[config.mk]
export PLATFORM = sky130hd
export DESIGN_NAME = numeric_literal_decoder
export DESIGN_NICKNAME = d
export VERILOG_FILES = /design/src/sv/nld_pkg.sv /design/src/sv/numeric_literal_decoder.sv /design/src/sv/nld_core.sv
export SDC_FILE = /design/constraint.sdc
export NUM_CORES = 2
export LEC_CHECK = 0
export BUFFER_PORTS_ARGS = -buffer_cell sky130_fd_sc_hd__buf_2
export CORE_MARGIN = 1.5
export CORE_UTILIZATION = 49
export CTS_CLUSTER_DIAMETER = 150
export DETAILED_ROUTE_END_ITERATION = 12
export PLACE_DENSITY = 0.66
export SLEW_MARGIN = 10
export SYNTH_ARGS = -nofsm -noshare
export SYNTH_HDL_FRONTEND = slang
export SYNTH_HIERARCHICAL = 1
export SYNTH_SLANG_ARGS = --single-unit
[constraint.sdc]
create_clock -name clock -period 14.4 [get_ports clock]
set_input_delay 2.16 -clock clock [delete_from_list [all_inputs] [get_ports clock]]
set_output_delay 2.16 -clock clock [all_outputs]
set_load 0.005 [all_outputs]
[src/sv/nld_pkg.sv]
// Shared types, character codes and digit helpers for the numeric literal decoder.
package nld_pkg;

   // Radix codes as reported on the result channel.
   localparam logic [1:0] RADIX_DEC = 2'd0;
   localparam logic [1:0] RADIX_HEX = 2'd1;
   localparam logic [1:0] RADIX_OCT = 2'd2;
   localparam logic [1:0] RADIX_BIN = 2'd3;

   // Lexer modes.
   localparam logic [1:0] MODE_IDLE = 2'd0;
   localparam logic [1:0] MODE_ZERO = 2'd1;
   localparam logic [1:0] MODE_INT  = 2'd2;
   localparam logic [1:0] MODE_FRAC = 2'd3;

   // Character codes.
   localparam logic [7:0] CHR_ZERO    = 8'h30;
   localparam logic [7:0] CHR_ONE     = 8'h31;
   localparam logic [7:0] CHR_NINE    = 8'h39;
   localparam logic [7:0] CHR_LOWER_A = 8'h61;
   localparam logic [7:0] CHR_LOWER_F = 8'h66;
   localparam logic [7:0] CHR_UPPER_A = 8'h41;
   localparam logic [7:0] CHR_UPPER_F = 8'h46;
   localparam logic [7:0] CHR_LOWER_X = 8'h78;
   localparam logic [7:0] CHR_UPPER_X = 8'h58;
   localparam logic [7:0] CHR_LOWER_O = 8'h6f;
   localparam logic [7:0] CHR_UPPER_O = 8'h4f;
   localparam logic [7:0] CHR_LOWER_B = 8'h62;
   localparam logic [7:0] CHR_UPPER_B = 8'h42;
   localparam logic [7:0] CHR_POINT   = 8'h2e;

   localparam int INT_WIDTH    = 64;
   localparam int FRAC_WIDTH   = 32;
   localparam int ACC_WIDTH    = 48;
   localparam int WEIGHT_WIDTH = 49;

   localparam logic [63:0] ONE_Q48 = 64'h0001_0000_0000_0000;

   // Weight of the k-th decimal fraction digit: floor(2^48 / 10^k).
   localparam logic [WEIGHT_WIDTH-1:0] DEC_WEIGHT [16] = '{
      49'(ONE_Q48 / 64'd1),
      49'(ONE_Q48 / 64'd10),
      49'(ONE_Q48 / 64'd100),
      49'(ONE_Q48 / 64'd1000),
      49'(ONE_Q48 / 64'd10000),
      49'(ONE_Q48 / 64'd100000),
      49'(ONE_Q48 / 64'd1000000),
      49'(ONE_Q48 / 64'd10000000),
      49'(ONE_Q48 / 64'd100000000),
      49'(ONE_Q48 / 64'd1000000000),
      49'(ONE_Q48 / 64'd10000000000),
      49'(ONE_Q48 / 64'd100000000000),
      49'(ONE_Q48 / 64'd1000000000000),
      49'(ONE_Q48 / 64'd10000000000000),
      49'(ONE_Q48 / 64'd100000000000000),
      49'(ONE_Q48 / 64'd1000000000000000)
   };

   typedef struct packed {
      logic [INT_WIDTH-1:0]  integer_value;
      logic [FRAC_WIDTH-1:0] fraction;
      logic                  has_point;
      logic [1:0]            radix_code;
   } nld_result_type;

   // Returns {is_digit, value} for a character in the given radix.
   function automatic logic [4:0] digit_value(input logic [7:0] c, input logic [1:0] radix);
      logic       any;
      logic [3:0] v;
      logic       ok;
      any = 1'b1;
      v   = 4'd0;
      if (c >= CHR_ZERO && c <= CHR_NINE) begin
         v = 4'(c - CHR_ZERO);
      end else if (c >= CHR_LOWER_A && c <= CHR_LOWER_F) begin
         v = 4'(c - CHR_LOWER_A) + 4'd10;
      end else if (c >= CHR_UPPER_A && c <= CHR_UPPER_F) begin
         v = 4'(c - CHR_UPPER_A) + 4'd10;
      end else begin
         any = 1'b0;
      end
      case (radix)
         RADIX_DEC: ok = any && (v < 4'd10);
         RADIX_HEX: ok = any;
         RADIX_OCT: ok = any && (v < 4'd8);
         RADIX_BIN: ok = any && (v < 4'd2);
         default:   ok = 1'b0;
      endcase
      return {ok, v};
   endfunction

   // Integer accumulator times the radix, modulo 2^64.
   function automatic logic [INT_WIDTH-1:0] scale_int(input logic [INT_WIDTH-1:0] acc,
                                                      input logic [1:0] radix);
      logic [INT_WIDTH-1:0] r;
      case (radix)
         RADIX_DEC: r = (acc << 3) + (acc << 1);
         RADIX_HEX: r = acc << 4;
         RADIX_OCT: r = acc << 3;
         RADIX_BIN: r = acc << 1;
         default:   r = acc;
      endcase
      return r;
   endfunction

endpackage

[src/sv/numeric_literal_decoder.sv]
// Numeric literal decoder: request register, lexer step and result register.
//
// Requests carry one ASCII character on req_chr and are taken when req_valid
// and req_ready are both high. Decimal, 0x/0o/0b prefixed literals and a
// fractional part after '.' are recognized. The character that ends a
// literal produces one result on the rsp_ channel (integer value modulo 2^64,
// Q0.32 fraction, point flag and radix code) and is then examined as the
// possible start of the next literal. Other characters produce no result.
// A literal still open at the end of the stream is not reported until a
// terminating character arrives.
// Path: request register, lexer step, result register.
// Throughput: one request per cycle unless the receiver stalls the result
// register; the lexer state update is a single step between the two registers.
// Reset clears the lexer state and both registers' valid flags.
// When the receiver holds rsp_ready low with a result waiting, the lexer
// stalls on the next request and req_ready drops once the request register
// is also occupied.
module numeric_literal_decoder (
   input  logic        clock,
   input  logic        reset,
   input  logic        req_valid,
   output logic        req_ready,
   input  logic [7:0]  req_chr,
   output logic        rsp_valid,
   input  logic        rsp_ready,
   output logic [63:0] rsp_integer_value,
   output logic [31:0] rsp_fraction,
   output logic        rsp_has_point,
   output logic [1:0]  rsp_radix_code
);

   logic                    in_valid_ff;
   logic [7:0]              in_chr_ff;
   logic                    out_valid_ff;
   nld_pkg::nld_result_type out_ff;
   logic                    step;
   logic                    emit;
   nld_pkg::nld_result_type result;

   assign step      = in_valid_ff && (!out_valid_ff || rsp_ready);
   assign req_ready = !in_valid_ff || step;

   nld_core u_core (
      .clock   (clock),
      .reset   (reset),
      .step_en (step),
      .chr     (in_chr_ff),
      .emit    (emit),
      .result  (result)
   );

   always_ff @(posedge clock) begin
      if (reset) begin
         in_valid_ff <= 1'b0;
      end else if (req_ready) begin
         in_valid_ff <= req_valid;
      end
   end

   always_ff @(posedge clock) begin
      if (req_valid && req_ready) begin
         in_chr_ff <= req_chr;
      end
   end

   always_ff @(posedge clock) begin
      if (reset) begin
         out_valid_ff <= 1'b0;
      end else if (emit) begin
         out_valid_ff <= 1'b1;
      end else if (rsp_ready) begin
         out_valid_ff <= 1'b0;
      end
   end

   always_ff @(posedge clock) begin
      if (emit) begin
         out_ff <= result;
      end
   end

   assign rsp_valid         = out_valid_ff;
   assign rsp_integer_value = out_ff.integer_value;
   assign rsp_fraction      = out_ff.fraction;
   assign rsp_has_point     = out_ff.has_point;
   assign rsp_radix_code    = out_ff.radix_code;

endmodule

[src/sv/nld_core.sv]
// Lexer state and the combinational step that consumes one character.
module nld_core (
   input  logic                    clock,
   input  logic                    reset,
   input  logic                    step_en,
   input  logic [7:0]              chr,
   output logic                    emit,
   output nld_pkg::nld_result_type result
);

   logic [1:0]                         mode_ff, mode_in;
   logic [1:0]                         radix_ff, radix_in;
   logic [nld_pkg::INT_WIDTH-1:0]      int_ff, int_in;
   logic [nld_pkg::ACC_WIDTH-1:0]      frac_ff, frac_in;
   logic [nld_pkg::WEIGHT_WIDTH-1:0]   weight_ff, weight_in;
   logic [3:0]                         count_ff, count_in;

   logic [4:0]                         dig;
   logic                               done;
   logic                               emit_v;
   logic [3:0]                         count_next;
   logic [nld_pkg::WEIGHT_WIDTH-1:0]   w_next;
   logic [nld_pkg::WEIGHT_WIDTH+3:0]   prod;

   always_comb begin
      mode_in   = mode_ff;
      radix_in  = radix_ff;
      int_in    = int_ff;
      frac_in   = frac_ff;
      weight_in = weight_ff;
      count_in  = count_ff;
      done      = 1'b0;
      emit_v    = 1'b0;
      result    = '0;

      // After a leading zero, a prefix letter picks the radix; anything else
      // makes the literal decimal and falls through as its next character.
      if (mode_in == nld_pkg::MODE_ZERO) begin
         mode_in = nld_pkg::MODE_INT;
         if (chr == nld_pkg::CHR_LOWER_X || chr == nld_pkg::CHR_UPPER_X) begin
            radix_in = nld_pkg::RADIX_HEX;
            done     = 1'b1;
         end else if (chr == nld_pkg::CHR_LOWER_O || chr == nld_pkg::CHR_UPPER_O) begin
            radix_in = nld_pkg::RADIX_OCT;
            done     = 1'b1;
         end else if (chr == nld_pkg::CHR_LOWER_B || chr == nld_pkg::CHR_UPPER_B) begin
            radix_in = nld_pkg::RADIX_BIN;
            done     = 1'b1;
         end else begin
            radix_in = nld_pkg::RADIX_DEC;
         end
      end

      dig        = nld_pkg::digit_value(chr, radix_in);
      count_next = (count_ff == 4'd15) ? count_ff : count_ff + 4'd1;
      case (radix_in)
         nld_pkg::RADIX_DEC: w_next = nld_pkg::DEC_WEIGHT[count_next];
         nld_pkg::RADIX_HEX: w_next = weight_ff >> 4;
         nld_pkg::RADIX_OCT: w_next = weight_ff >> 3;
         default:            w_next = weight_ff >> 1;
      endcase
      prod = w_next * dig[3:0];

      if (!done && (mode_in == nld_pkg::MODE_INT || mode_in == nld_pkg::MODE_FRAC)) begin
         if (dig[4]) begin
            if (mode_in == nld_pkg::MODE_INT) begin
               int_in = nld_pkg::scale_int(int_in, radix_in) + 64'(dig[3:0]);
            end else begin
               weight_in = w_next;
               count_in  = count_next;
               frac_in   = frac_ff + prod[nld_pkg::ACC_WIDTH-1:0];
            end
            done = 1'b1;
         end else if (mode_in == nld_pkg::MODE_INT && chr == nld_pkg::CHR_POINT) begin
            mode_in   = nld_pkg::MODE_FRAC;
            frac_in   = '0;
            weight_in = nld_pkg::ONE_Q48[nld_pkg::WEIGHT_WIDTH-1:0];
            count_in  = '0;
            done      = 1'b1;
         end else begin
            // The literal ends here; the character is then seen as idle input.
            emit_v               = 1'b1;
            result.integer_value = int_in;
            result.has_point     = (mode_in == nld_pkg::MODE_FRAC);
            result.fraction      = (mode_in == nld_pkg::MODE_FRAC) ?
                                   frac_ff[nld_pkg::ACC_WIDTH-1:16] : '0;
            result.radix_code    = radix_in;
            mode_in              = nld_pkg::MODE_IDLE;
         end
      end

      if (!done) begin
         if (chr == nld_pkg::CHR_ZERO || (chr >= nld_pkg::CHR_ONE && chr <= nld_pkg::CHR_NINE)) begin
            radix_in  = nld_pkg::RADIX_DEC;
            int_in    = 64'(chr - nld_pkg::CHR_ZERO);
            frac_in   = '0;
            weight_in = nld_pkg::ONE_Q48[nld_pkg::WEIGHT_WIDTH-1:0];
            count_in  = '0;
            mode_in   = (chr == nld_pkg::CHR_ZERO) ? nld_pkg::MODE_ZERO : nld_pkg::MODE_INT;
         end
      end
   end

   assign emit = step_en && emit_v;

   always_ff @(posedge clock) begin
      if (reset) begin
         mode_ff   <= nld_pkg::MODE_IDLE;
         radix_ff  <= nld_pkg::RADIX_DEC;
         int_ff    <= '0;
         frac_ff   <= '0;
         weight_ff <= nld_pkg::ONE_Q48[nld_pkg::WEIGHT_WIDTH-1:0];
         count_ff  <= '0;
      end else if (step_en) begin
         mode_ff   <= mode_in;
         radix_ff  <= radix_in;
         int_ff    <= int_in;
         frac_ff   <= frac_in;
         weight_ff <= weight_in;
         count_ff  <= count_in;
      end
   end

endmodule

* Yosys cells after proc, flatten, opt, wreduce, memory -nomap -nowiden
Memory sizes are Yosys's and may differ from the RTL's.
Cells that the tools add are included.
** Cells by class
- Magnitude comparators :: 11
- Mux-type cells :: 63
- Bitwise operators :: 3
- Multipliers :: 1
- Reduce and logical (&&, ||, !) cells :: 26
- Add/subtract/negate cells :: 10
- Equality and inequality tests :: 15
** Operator list (number)
- $mux W64 :: 8
- $mux W49 :: 8
- $mux W48 :: 6
- $pmux W64 S4 :: 1
- $pmux W49 S3 :: 1
- $add A64 B4 Y64 :: 1
- $add A64 B64 Y64 :: 1
- $mul A49 B4 Y48 :: 1
- $add A48 B48 Y48 :: 1
- $eq A8 B7 Y1 const B :: 6
- $mux W4 :: 10
- $mux W2 :: 13
- $eq A8 B6 Y1 const B :: 2
- $ge A8 B6 Y1 const B :: 2
- $ge A8 B7 Y1 const B :: 2
- $le A8 B7 Y1 const B :: 2
- $mux W1 :: 15
- $logic_and A1 B1 Y1 :: 12
- $sub A4 B1 Y4 const B :: 3
- $sub A8 B6 Y9 const B :: 1
- $add A4 B4 Y4 const B :: 2
- $eq A2 B2 Y1 const B :: 4
- $le A8 B6 Y1 const B :: 1
- $lt A4 B4 Y1 const B :: 2
- other kinds (14) :: 24
** Word-level totals
- Output and inout port bits :: 101
- Bits in registers :: 278
- Word-level logic and storage cells :: 143
- Memory bits (read-only) :: 784
- Bits of input ports :: 12
- Memories kept :: 1
** Memories
- (no name shown) :: depth 16, width 49, rd ports 1, clocked after memory_dff 0, wr ports 0, RTL line nld_core.sv:57 : nld_pkg::RADIX_DEC: w_next = nld_pkg::DEC_WEIGHT[count_next];

* Logic depth before layout (Yosys ltp)
- Depth in word-level cells :: 17
- Gate-level depth with buffers :: 38
- Mapped depth without buffers :: 31

* Modules after synthesis
The synthesis kept the hierarchy.
** By module, submodules not included
- nld_core :: cells an instance 3311, seq. area each 3363.2 um2, times used 1, area each 23428.7 um2
- numeric_literal_decoder :: cells an instance 117, seq. area each 3253.1 um2, times used 1, area each 3315.7 um2

* Worst setup path after synthesis
OpenSTA, ideal clock, no wires.
- Path kind :: reg-to-reg
- From :: reg in_chr_ff[0]
- To :: reg out_ff (netlist bit rsp_fraction[0]), enable pin
- Stages on the path, launching flop included :: 14
- Clock period less this slack :: 10423 ps
- Library setup time :: 680 ps
- Data required time :: 13720 ps
- Path slack :: 3977 ps
- Arrival :: 9743 ps
- Buffers on the path :: 1
- Path through :: edfxtp_1 inv_1 ha_1 or4b_1 a311oi_1 nor4b_1 o21ai_0 a22oi_1 inv_2 a211oi_1 or4_1 nand2_1 clkbuf_1 nor3_1
** On the way
- Cells in the longest elaborated chain, start to end :: 11
- Elaborated cells on any way between the ends :: 56
- Those cells by class :: 5 x add/sub; 9 x order compare; 10 x eq/ne; 18 x mux; 14 x reduce/logical
** RTL lines
- from (decl) :: RTL line numeric_literal_decoder.sv:33 : logic [7:0] in_chr_ff;
- from (signal assigned) :: RTL line numeric_literal_decoder.sv:62 : in_chr_ff <= req_chr;
- $sub A4 B1 Y4, or another cell as far along :: RTL line nld_pkg.sv:76, nld_pkg.sv:78
- $add A4 B4 Y4, or another cell as far along :: RTL line nld_pkg.sv:76, nld_pkg.sv:78
- $mux W4 or $mux W2 (tied branches) :: RTL line nld_pkg.sv:77, nld_core.sv:46
- $mux W4 or $mux W2 (tied branches) :: RTL line nld_pkg.sv:75, nld_core.sv:43
- $mux W4 or $mux W2 (tied branches) :: RTL line nld_pkg.sv:73, nld_core.sv:40
- $lt A4 B2 Y1, or another cell as far along :: RTL line nld_pkg.sv:86 : RADIX_BIN: ok = any && (v < 4'd2);
- $logic_and A1 B1 Y1, or another cell as far along :: RTL line nld_pkg.sv:86
- $pmux W1 S4 :: RTL line nld_pkg.sv:82 : case (radix)
- $mux W1 :: RTL line nld_core.sv:65 : if (dig[4]) begin
- $mux W1 (*) :: RTL line nld_core.sv:64 : if (!done && (mode_in == nld_pkg::MODE_INT || mode_in == nld_pkg::MODE_FRAC)) begin
- $logic_and A1 B1 Y1 (*) :: RTL line nld_core.sv:104 : assign emit = step_en && emit_v;
- via emit :: RTL line numeric_literal_decoder.sv:37 : logic emit;
- to (signal assigned) :: RTL line numeric_literal_decoder.sv:78 : out_ff <= result;
- to (decl) :: RTL line numeric_literal_decoder.sv:35 : nld_pkg::nld_result_type out_ff;
The timed path passes the listed nets; every way through them passes the cells marked *.
A chain may end at the register's enable or synchronous reset.

* Worst setup path after layout
- From :: reg in_chr_ff[0]
- To :: reg u_core/frac_ff[47] (netlist bit)
** On the way
- Cells in the longest elaborated chain, start to end :: 15
- Elaborated cells on any way between the ends :: 68
- Those cells by class :: 6 x add/sub; 1 x mul; 10 x order compare; 11 x eq/ne; 25 x mux; 15 x reduce/logical
** RTL lines
- branches (longest 14 deep; another with $mul A49 B4 Y48)
- $mux W48 (*) :: RTL line nld_core.sv:92 : if (!done) begin
- to (signal assigned) :: RTL line nld_core.sv:118 : frac_ff <= frac_in;
- to (decl) :: RTL line nld_core.sv:14 : logic [nld_pkg::ACC_WIDTH-1:0] frac_ff, frac_in;
Every way passes the cells marked *.

==> results.json <==
{
  "mappedNetlistNets": 3715,
  "post-route-min-period_ps": 9498,
  "port-buffer-count": 112,
  "hold_violations": 0,
  "fin_tns_setup_ps": 0,
  "ys_seq_area_frac": 0.2474,
  "grt_overflow": 0,
  "ff2ff_path_depth": 29,
  "power.internal_mw": 1.541,
  "cap_violations": 0,
  "r2r_slack_ps": 4900,
  "critical_path.startpoint": "in_chr_ff[0]",
  "root_buffer": "clkbuf_16",
  "vias": 25398,
  "drc": 0,
  "grt_util_all_layers": 0.3032,
  "tightest_slew_ps": 1231,
  "multi_input_area_sq_mm": 0.01833,
  "critical_path.max_stage_delay_ps": 840,
  "fmax_mhz": 105.3,
  "switching_share": 0.2852,
  "yosysWarnings": 6,
  "crit_slowest_cell": "a2111oi_0",
  "post_drt_wl_per_cell_um": 20.53,
  "fp.dieW_um": 236.6,
  "path_clk_slew_ps": 60,
  "clk_latency_ps": 580,
  "synthFlopType": "dfxtp_1",
  "crit_path_end": "u_core/frac_ff[47]",
  "place_ws_ps": 5048,
  "synthCells": 3428,
  "cp_max_fo": 37,
  "synth.distinct_cells": 106,
  "relSlewSlack": 0.1791,
  "cts_tree": "yes",
  "grt_first_pass_wirelength_um": 136600,
  "synth_top_cell_area_share": 0.1273,
  "p_clk_frac": 0.458,
  "htreeDepth": 2,
  "ir_drop_mv": 0.07529,
  "routed_via_density": 6.126,
  "fin_ws_ps": 4902,
  "synth-async-reset-ratio": 0,
  "nNetsFinal": 3707,
  "ctsLongestPathBuffers": 3,
  "std_cell_rows": 85,
  "hpwlAfterDp_um": 61610,
  "ctsResizeCount": 0,
  "routed_wl_um": 85140,
  "dieArea_sq_mm": 0.05599,
  "drt_iter0_markers": 2284,
  "synth_seq_cells": 277,
  "rsz0062_at_grt": "false",
  "powerDensity_mw_per_mm2": 74.39,
  "start_util": 0.4960,
  "routabilityCongestion": 0.9300,
  "skew_ps": 35.74,
  "comb_power_share": 0.154,
  "cts.sinks": 277,
  "synthTopCellsByArea": "dfxtp_1 (13%), edfxtp_1 (12%), fa_1 (10%)",
  "core-area_sq_mm": 0.05392,
  "critPathKind": "flop to flop",
  "seq_area_sq_mm": 0.006616,
  "syn-cell-area_sq_mm": 0.02674,
  "antenna_left": 0,
  "drive_gt1_frac": 0.08379,
  "cellLeakagePower_nw": 11.96,
  "avgSynthCellArea_sq_um": 7.802,
  "grt_pass1_vias": 24890,
  "numCtsBuffers": 37,
  "dr.pass1.iters": 8,
  "end_kind": "flop",
  "fill_cells": 5033,
  "finalSetupViolations": 0,
  "worstReg2RegEnd": "u_core/frac_ff[47]",
  "worstHoldPathType": "flop to flop",
  "synth_edf_count": 107,
  "cp.arrival_ps": 9960,
  "p_seq_frac": 0.388,
  "antenna_found_initial": 0,
  "grt_max_degree": 71,
  "io_pins": 113,
  "postCtsSetupBuffers": 0,
  "yosysTopAreaCell": "dfxtp_1",
  "switchingPower_uw": 614.8,
  "outcome": "finished, final reports clean",
  "r2r_start": "in_chr_ff[0]",
  "critPathLaunchType": "flop",
  "die_h_um": 236.6,
  "post-route-period-util": 0.6596,
  "syn2layout_area_growth_pct": 8.365,
  "crit_required_ps": 14860,
  "hold_buffers": 0,
  "slew_violations": 0
}
==> power groups by stage <==
stage | sequential [mW] | combinational, mW | clock, mW
4_1_cts | 0.837 | 0.331 | 1.01
5_1_grt | 0.838 | 0.374 | 1.04
3_3_place_gp | 0.853 | 0.324 | 0
3_5_place_dp | 0.854 | 0.328 | 0
6_report | 0.837 | 0.332 | 0.987
2_1_floorplan | 0.850 | 0.244 | 0
==> routing by layer <==
layer / routed length (um) / track usage
met1: 37060 / 0.4025
met2: 39750 / 0.5012
met3: 5063 / 0.03987
met4: 3258 / 0.1185
met5: 0 / 0
==> cell type report <==
type / instances / share of cell area
Clock inverter: 23 / 0.008807
Antenna cell: 1 / 0.00008634
Sequential cell: 277 / 0.2283
Inverter: 267 / 0.03458
Multi-Input combinational cell: 2683 / 0.6323
Tap cell: 696 / 0.03005
Clock buffer: 45 / 0.03553
Timing Repair Buffer: 154 / 0.03031
==> stage by stage <==
stage / std cells / area (sq um) / hold WS [ps] / utilization / total power [mW]
2_1_floorplan: 3428 / 26740 / 431.9 / - / 1.094
3_3_place_gp: 4077 / 27690 / 444.3 / 0.5135 / 1.177
3_5_place_dp: 4077 / 27690 / 455.0 / 0.5136 / 1.182
4_1_cts: 4145 / 28980 / 462.5 / 0.5374 / 2.182
5_1_grt: 4145 / 28980 / 495.2 / 0.5374 / 2.253
6_report: 4146 / 28980 / 457.9 / 0.5375 / 2.156
==> cell usage in the layout, fill, tap and decap left out, types with 27 or more instances in the layout <==
cell type  instances
a211oi_1          47
a21o_1            55
a21oi_1          297
a22oi_1           55
a31oi_1           27
and2_1            82
and3_1            57
buf_2            111
buf_4             43
clkbuf_16         40
dfxtp_1          170
edfxtp_1         107
fa_1             136
ha_1             139
inv_1            261
nand2_1          267
nand2b_1          27
nand3_1           63
nand4_1           41
nor2_1           551
nor3_1            80
o21ai_0          171
o22ai_1           56
xnor2_1           75
xor2_1            57
==> flip-flops by register name, summed over array words and instances, names as in the netlist, 2 cells and up <==
register           count
u_core/count_ff        4
u_core/frac_ff        48
rsp_radix_code         2
u_core/radix_ff        2
u_core/mode_ff         2
u_core/weight_ff      48
in_chr_ff              8
rsp_fraction          32
rsp_integer_value     64
u_core/int_ff         64
==> cell families (layout without fill, tap and decap cells) <==
logic type,after synthesis,in the layout,synth area share
compound gates,926,926,0.2199
xor+xnor,132,132,0.04323
fa+ha+maj,275,275,0.1668
buf+inv,468,489,0.07027
flops,277,277,0.2474
mux,44,44,0.02189
other cells,0,1,0
simple gates,1306,1306,0.2305
==> how the worst min path moves through the flow <==
| stage | slack, ps | to | cells past startpoint | startpoint |
|---|---|---|---|---|
| final | 460 | u_core/frac_ff[9] | 2 | u_core/frac_ff[9] |
| after CTS | 460 | u_core/frac_ff[9] | 2 | u_core/frac_ff[9] |
| after global routing | 500 | u_core/frac_ff[9] | 2 | u_core/frac_ff[9] |
| after global placement | 440 | u_core/frac_ff[9] | 2 | u_core/frac_ff[9] |
| after detailed placement | 450 | u_core/frac_ff[9] | 2 | u_core/frac_ff[9] |
| after floorplan | 430 | u_core/frac_ff[9] | 2 | u_core/frac_ff[9] |
==> cell usage after synthesis (7+ instances only) <==
master	count
nor2_1	555
a21oi_1	297
nand2_1	267
inv_1	261
o21ai_0	172
dfxtp_1	170
ha_1	139
fa_1	136
clkbuf_1	129
edfxtp_1	107
and2_1	83
nor3_1	81
xnor2_1	75
nand3_1	63
and3_1	57
xor2_1	57
a22oi_1	56
o22ai_1	56
a21o_1	55
a211oi_1	47
buf_2	47
nand4_1	41
a31oi_1	27
mux2i_1	27
nand2b_1	27
o21bai_1	25
o21a_1	23
nor2b_1	22
or3_1	22
nor4_1	18
o211ai_1	18
a22o_1	15
buf_1	12
mux4_2	11
nand3b_1	11
o21ai_1	11
a221oi_1	10
o31ai_1	10
or2_2	10
buf_4	9
o221ai_1	9
o22a_1	7
==> worst max-delay path: cells and delay by family (launching register included) <==
family                     cells  cell delay (ps)
AOI/OAI and AO/OA             14             4130
xor gates and xnor gates       1              100
adders and majority gates      5             2120
buffers and inverters          5             1230
DFF                            1              530
and+or+nand+nor                4             1270
(Power assumes the default switching activity.)
